[config.mk]
export PLATFORM = sky130hd
export DESIGN_NAME = wpid_ctrl
export DESIGN_NICKNAME = d
export VERILOG_FILES = /design/src/rtl/wpid_pkg.sv /design/src/rtl/wpid_ctrl.sv
export SDC_FILE = /design/constraint.sdc
export NUM_CORES = 1
export LEC_CHECK = 0
export BUFFER_PORTS_ARGS = -buffer_cell sky130_fd_sc_hd__buf_2
export CAP_MARGIN = 5
export CORE_MARGIN = 10
export CORE_UTILIZATION = 25
export CTS_CLUSTER_DIAMETER = 80
export CTS_CLUSTER_SIZE = 20
export DETAILED_ROUTE_END_ITERATION = 7
export PLACE_DENSITY_LB_ADDON = 0.3
export SKIP_LAST_GASP = 1
export SYNTH_ARGS = -nofsm -noshare
export SYNTH_HDL_FRONTEND = slang
export SYNTH_SLANG_ARGS = --single-unit
[constraint.sdc]
create_clock -name clk -period 2 [get_ports clk]
set_clock_uncertainty 0.1 [all_clocks]
set_input_delay 0 -clock clk [delete_from_list [all_inputs] [get_ports clk]]
set_output_delay 0 -clock clk [all_outputs]
set_load 0.02 [all_outputs]
[src/rtl/wpid_pkg.sv]
//------------------------------------------------------------------------------
// wpid_pkg
// Shared types, constants and command structures of the windowed PID block.
//------------------------------------------------------------------------------
package wpid_pkg;

    localparam int WINDOW_DEPTH = 16;
    localparam int SLOT_W       = (WINDOW_DEPTH > 1) ? $clog2(WINDOW_DEPTH) : 1;
    localparam int WLEN_W       = 5;
    localparam int CFG_IDX_W    = 3;
    localparam int CFG_DATA_W   = 16;
    localparam int SUM_W        = 40;
    localparam int QUO_W        = 34;
    localparam logic [15:0] INTERVAL_ONE = 16'd256;
    localparam logic [WLEN_W-1:0] WLEN_RESET =
        (WINDOW_DEPTH < 16) ? WLEN_W'(WINDOW_DEPTH) : WLEN_W'(16);

    // Configuration register indexes.
    typedef enum logic [CFG_IDX_W-1:0] {
        REG_TARGET = 3'd0,
        REG_PGAIN  = 3'd1,
        REG_IGAIN  = 3'd2,
        REG_DGAIN  = 3'd3,
        REG_WLEN   = 3'd4
    } cfg_reg_t;

    // Controller states.
    typedef enum logic [3:0] {
        ST_IDLE,
        ST_PRIME,
        ST_READ,
        ST_SUM_OLD,
        ST_SUM_NEW,
        ST_DIV,
        ST_MUL_P,
        ST_MUL_I,
        ST_MUL_D,
        ST_FINISH,
        ST_OUT
    } state_t;

    // Commands from the controller to the datapath.
    typedef struct packed {
        logic prime_clear;
        logic prime_write;
        logic load;
        logic sum_old;
        logic sum_new;
        logic div_start;
        logic div_step;
        logic mul_p;
        logic mul_i;
        logic mul_d;
        logic finish;
    } dp_cmd_t;

    // Status from the datapath to the controller.
    typedef struct packed {
        logic prime_last;
        logic div_done;
    } dp_status_t;

endpackage

[src/rtl/wpid_ctrl.sv]
//------------------------------------------------------------------------------
// wpid_ctrl
// Sequencer: priming sweep, integral update, serial divide, shared multiplies.
//------------------------------------------------------------------------------
module wpid_ctrl (
    input  logic                clk,
    input  logic                rst_n,
    input  logic                prime_req,
    input  logic                in_valid,
    output logic                in_ready,
    output logic                out_valid,
    input  logic                out_ready,
    output wpid_pkg::dp_cmd_t   cmd,
    input  wpid_pkg::dp_status_t status
);
    import wpid_pkg::*;

    state_t state_reg, state_next;

    // State register; reset starts with a priming sweep.
    always_ff @(posedge clk or negedge rst_n)
    begin
        if (!rst_n)
            state_reg <= ST_PRIME;
        else
            state_reg <= state_next;
    end

    // Next state and commands.
    always_comb
    begin
        state_next = state_reg;
        cmd        = '0;
        in_ready   = 1'b0;
        out_valid  = 1'b0;
        unique case (state_reg)
            ST_IDLE:
            begin
                in_ready = !prime_req;
                if (prime_req)
                begin
                    cmd.prime_clear = 1'b1;
                    state_next = ST_PRIME;
                end
                else if (in_valid)
                begin
                    cmd.load = 1'b1;
                    state_next = ST_READ;
                end
            end
            ST_PRIME:
            begin
                cmd.prime_write = 1'b1;
                if (status.prime_last)
                    state_next = ST_IDLE;
            end
            ST_READ:    state_next = ST_SUM_OLD;
            ST_SUM_OLD:
            begin
                cmd.sum_old = 1'b1;
                state_next = ST_SUM_NEW;
            end
            ST_SUM_NEW:
            begin
                cmd.sum_new   = 1'b1;
                cmd.div_start = 1'b1;
                state_next = ST_DIV;
            end
            ST_DIV:
            begin
                cmd.div_step = 1'b1;
                if (status.div_done)
                    state_next = ST_MUL_P;
            end
            ST_MUL_P:
            begin
                cmd.mul_p = 1'b1;
                state_next = ST_MUL_I;
            end
            ST_MUL_I:
            begin
                cmd.mul_i = 1'b1;
                state_next = ST_MUL_D;
            end
            ST_MUL_D:
            begin
                cmd.mul_d = 1'b1;
                state_next = ST_FINISH;
            end
            ST_FINISH:
            begin
                cmd.finish = 1'b1;
                state_next = ST_OUT;
            end
            ST_OUT:
            begin
                out_valid = 1'b1;
                if (out_ready)
                    state_next = ST_IDLE;
            end
            default: state_next = ST_IDLE;
        endcase
    end

    // Input is only taken in the idle state.
    assert property (@(posedge clk) disable iff (!rst_n)
        in_ready |-> state_reg == ST_IDLE)
        else $error("input ready outside idle");
    // A loaded word always leads to the ring read.
    assert property (@(posedge clk) disable iff (!rst_n)
        cmd.load |=> state_reg == ST_READ)
        else $error("load not followed by read");
    // A result stays offered until it is taken.
    assert property (@(posedge clk) disable iff (!rst_n)
        out_valid && !out_ready |=> out_valid)
        else $error("result dropped");

endmodule

======== Yosys cells after proc, flatten, opt, wreduce, memory -nomap -nowiden ========
Index checks and enable logic that the tools add are counted.
word-level totals
  register bits after elaboration ......... 4
  input bits .............................. 7
  output and inout bits ................... 13
  word-level logic and storage cells ...... 39
operators by class
  equal/unequal tests ..................... 14
  multiplexer cells ....................... 21
  reduce and logical (&&, ||, !) cells .... 3
operator list
  kind                                                                   count
  4-bit one-hot mux with 11 select lines                                 1
  4-bit 2-to-1 mux                                                       5
  4-bit by 3-bit equality test with 1-bit output, second input constant  4
  1-bit 2-to-1 mux                                                       14
  4-bit equality test, second input constant                             3
  4-bit by 2-bit equality test with 1-bit output, second input constant  2
  2-bit inequality test, second input constant                           3
  4-bit by 1-bit equality test with 1-bit output, second input constant  1
  4-bit logical NOT                                                      1
  4-bit AND reduction                                                    1
  3-bit inequality test, second input constant                           1
  2-bit 2-to-1 mux                                                       1
  1-bit logical NOT                                                      1

======== Depth between registers and ports, before layout ========
  depth after elaboration ................. 3
  mapped depth ............................ 4
  mapped depth without buffers ............ 3

======== Worst setup path after synthesis ========
OpenSTA, ideal clock, no wires.
  path type ............................... register to output
  from .................................... register state_reg[3]
  to ...................................... output port cmd[6] in the netlist's numbering
  arrival ................................. 1485 ps
  required time ........................... 1900 ps
  setup slack ............................. 415 ps
  stages on the path, launching flop included .. 5
  path buffers ............................ 2
  path through ............................ dfrtp_1 -> buf_4 -> nand2b_1 -> nor3_1 -> buf_4
RTL lines
  element                   line             RTL
  start: declaration        wpid_ctrl.sv:18  state_t state_reg, state_next;
  start signal: assignment  wpid_ctrl.sv:26  state_reg <= state_next;
  end: declaration          wpid_ctrl.sv:13  output wpid_pkg::dp_cmd_t cmd,

==> reports/metrics.csv <==
metric;value;unit
holdPathEnd;state_reg[0];
fraction_of_layout_cells_with_a_size_suffix_above_1;0.412;
totalWireLength;1040;µm
worstHoldStart;status[1];
postSynthRegisterBits;4;
timing.final.setup_violations;0;
timing.final.crit_period;1.76;ns
critPathKind;reg -> out;
crit-reg2reg-launch;state_reg[2];
postLayoutCellArea;527;µm²
ant_nets;0;
grt_setup_unrepaired;false;
p_clk_frac;0.136;
synth-seq-area-share;0.264;
power.net_switching;410;µW
dr.first_iter.drc_count;2;
detailed_place.area;450;µm²
layout.filler_cells;175;
clock_tree.buffer_depth;2;
edff_count_synth;0;
yosysUniqueCellTypes;26;
swShare;0.491;
core;1470;µm²
largest_net_degree_at_the_start_of_global_routing;13;
hpwl;802;µm
timing_worst_slew_pin_value;0.368;ns
power-per-cell-area;1590;nW/µm²
largest_register_ffs;4;
timing.critical_path.slowest_stage_cell;sky130_fd_sc_hd__or4_4;
max_cap_viol_count;0;
yosys_most_used_dff;sky130_fd_sc_hd__dfrtp_1;
cp.buffers_inverters;1;
power.sequential.fraction;0.285;
synth.top_cell.area_share;0.195;
num-nets-final;76;
first_global_vias;387;
synthesis.area_per_instance;8.54;µm²
tritoncts_clock_tree;done;
yosysMostFrequentCell;sky130_fd_sc_hd__nor2_1;
firstDrtPassIters;3;
grt.total_usage;0.0642;
grt_overflow_total;0;
initial_antenna_violation_count;0;
critical_path.top_delay_family;simple AND/OR/NAND/NOR gates;
initial_core_util;0.261;
end_kind;output pin;
timing.reg2reg.setup_slack;0.47;ns
post_synth_most_frequent_cells;sky130_fd_sc_hd__nor2_1, sky130_fd_sc_hd__nor3_1, sky130_fd_sc_hd__buf_6, sky130_fd_sc_hd__dfrtp_1;
area_delta_synth_final;37.1;%
critPathMaxStageDelay;0.56;ns
postCtsSetupBuffers;0;
synth_top_area_cell;sky130_fd_sc_hd__dfrtp_1;
ioPinCount;20;
syn_area;384;µm²
core.rowCount;14;
crit_fanout;12;
htreeDepth;1;
antennaDiodeCount;0;
warnings_from_yosys;0;
grt_first_pass_wirelength;1700;µm
status;completed;
asyncSetResetFlopFracSynth;1.00;
total_power;836;µW
timing.max_slew.rel_slack;0.755;
gp_routability_congestion;0.662;
fin_tns_setup;0;ns
final-max-slew-violation-count;0;
crit_cells;4;
cts_inserted_buffers;3;
synth_area_leaders;sky130_fd_sc_hd__dfrtp_1, sky130_fd_sc_hd__buf_6, sky130_fd_sc_hd__nor2_1;
ctsRootBufferMaster;sky130_fd_sc_hd__clkbuf_4;
p_leak;0.261;nW
vdd_drop_max;0.620;mV
via_per_inst;4.58;
hold_depth;4;
wl_per_cell;12.4;µm
critPathRequiredTime;1.90;ns
hold_class;in -> reg;
drcViolationCount;0;
finalCritPeriodShare;0.882;
int_pwr;426;µW
area_enclosed_by_the_die_boundary;3500;µm²
rr_endpoint;state_reg[1];
numClockSinks;4;
num_vias;385;
die_height;59.2;µm
start_kind;flop;
numPortBuffers;19;
die_x;59.2;µm
critPathLaunch;state_reg[2];
post_synthesis_cell_count;45;
worst_ep_arrival_time;1.66;ns
r2r.worst_path.cells;3;
cell_chain_critical_path;or4_4 -> nor2_4 -> and2_1 -> buf_2;
insertion_delay;0.24;ns
share_comb_of_total_power;0.579;
final-hold-violation-count;0;
fmax;0.567;GHz
syn_nets;52;
clkSlewWorstSetupHoldPaths;0.04;ns
[layer usage]
metal / wire length (µm) / global-route usage
met1: 513 / 0.0724
met2: 377 / 0.0788
met3: 128 / 0.0601
met4: 19 / 0.0295
met5: 0 / 0
[layout make-up]
type                       instances  area [µm²]  share of cell area
clock buffer                       4        26.3              0.0499
multi-input combinational         35         230               0.437
tap                               16        20.0              0.0380
inverter                           1        3.75             0.00713
sequential                         4         101               0.192
timing repair buffer              24         145               0.276
[power groups by stage]
| stage | clock (mW) | combinational [mW] | sequential, mW |
|---|---|---|---|
| after floorplan | 0 | 0.523 | 0.147 |
| after global placement | 0 | 0.482 | 0.237 |
| after detailed placement | 0 | 0.484 | 0.239 |
| after CTS | 0.119 | 0.492 | 0.238 |
| after global routing | 0.131 | 0.529 | 0.250 |
| final | 0.114 | 0.484 | 0.238 |
[worst max path at each step]
| stage | to | slack, ns |
|---|---|---|
| final | cmd[8] | 0.24 |
| after CTS | cmd[8] | 0.22 |
| after global placement | state_reg[1] | 0.50 |
| after floorplan | cmd[6] | 0.42 |
| after detailed placement | state_reg[1] | 0.48 |
| after global routing | cmd[8] | 0.16 |
[what timing repair did]
action,in CTS,in global routing
resized for setup,0,0
hold buffers,5,0
hold endpoints to repair,7,0
setup endpoints to repair,0,0
[worst min-delay path, cell delays in order]
cell and delay (ns):
sky130_fd_sc_hd__buf_2 0.08, sky130_fd_sc_hd__and2b_1 0.13, sky130_fd_sc_hd__a2111oi_2 0.05, sky130_fd_sc_hd__o21bai_1 0.14
[cell usage in the layout, fill, tap and decap left out, types with 2 or more instances in the layout]
cell / netlist / routed
sky130_fd_sc_hd__dlygate4sd3_1: 0 / 5
sky130_fd_sc_hd__nand2b_1: 2 / 2
sky130_fd_sc_hd__o21bai_1: 2 / 2
sky130_fd_sc_hd__buf_2: 0 / 19
sky130_fd_sc_hd__clkbuf_4: 0 / 3
sky130_fd_sc_hd__nor2_1: 8 / 8
sky130_fd_sc_hd__nor3_1: 5 / 5
sky130_fd_sc_hd__dfrtp_1: 3 / 3
sky130_fd_sc_hd__nand2_1: 2 / 2
[logic make-up after synthesis]
| logic type | count (synthesis) | share of synthesized area |
|---|---|---|
| buf+inv | 6 | 0.137 |
| simple gates | 25 | 0.384 |
| flops | 4 | 0.264 |
| compound gates | 8 | 0.169 |
| xor+xnor | 2 | 0.0456 |
[metrics by stage]
stage               setup WS [ns]  hold WS, ns   util  std cells
floorplan                   0.415       -0.396      -         45
global placement            0.496       -0.289  0.306         75
detailed placement          0.476       -0.287  0.306         75
CTS                         0.220       0.0649  0.358         84
global route                0.162       0.0717  0.358         84
finish                      0.236       0.0715  0.358         84
(Power assumes the default switching activity.)
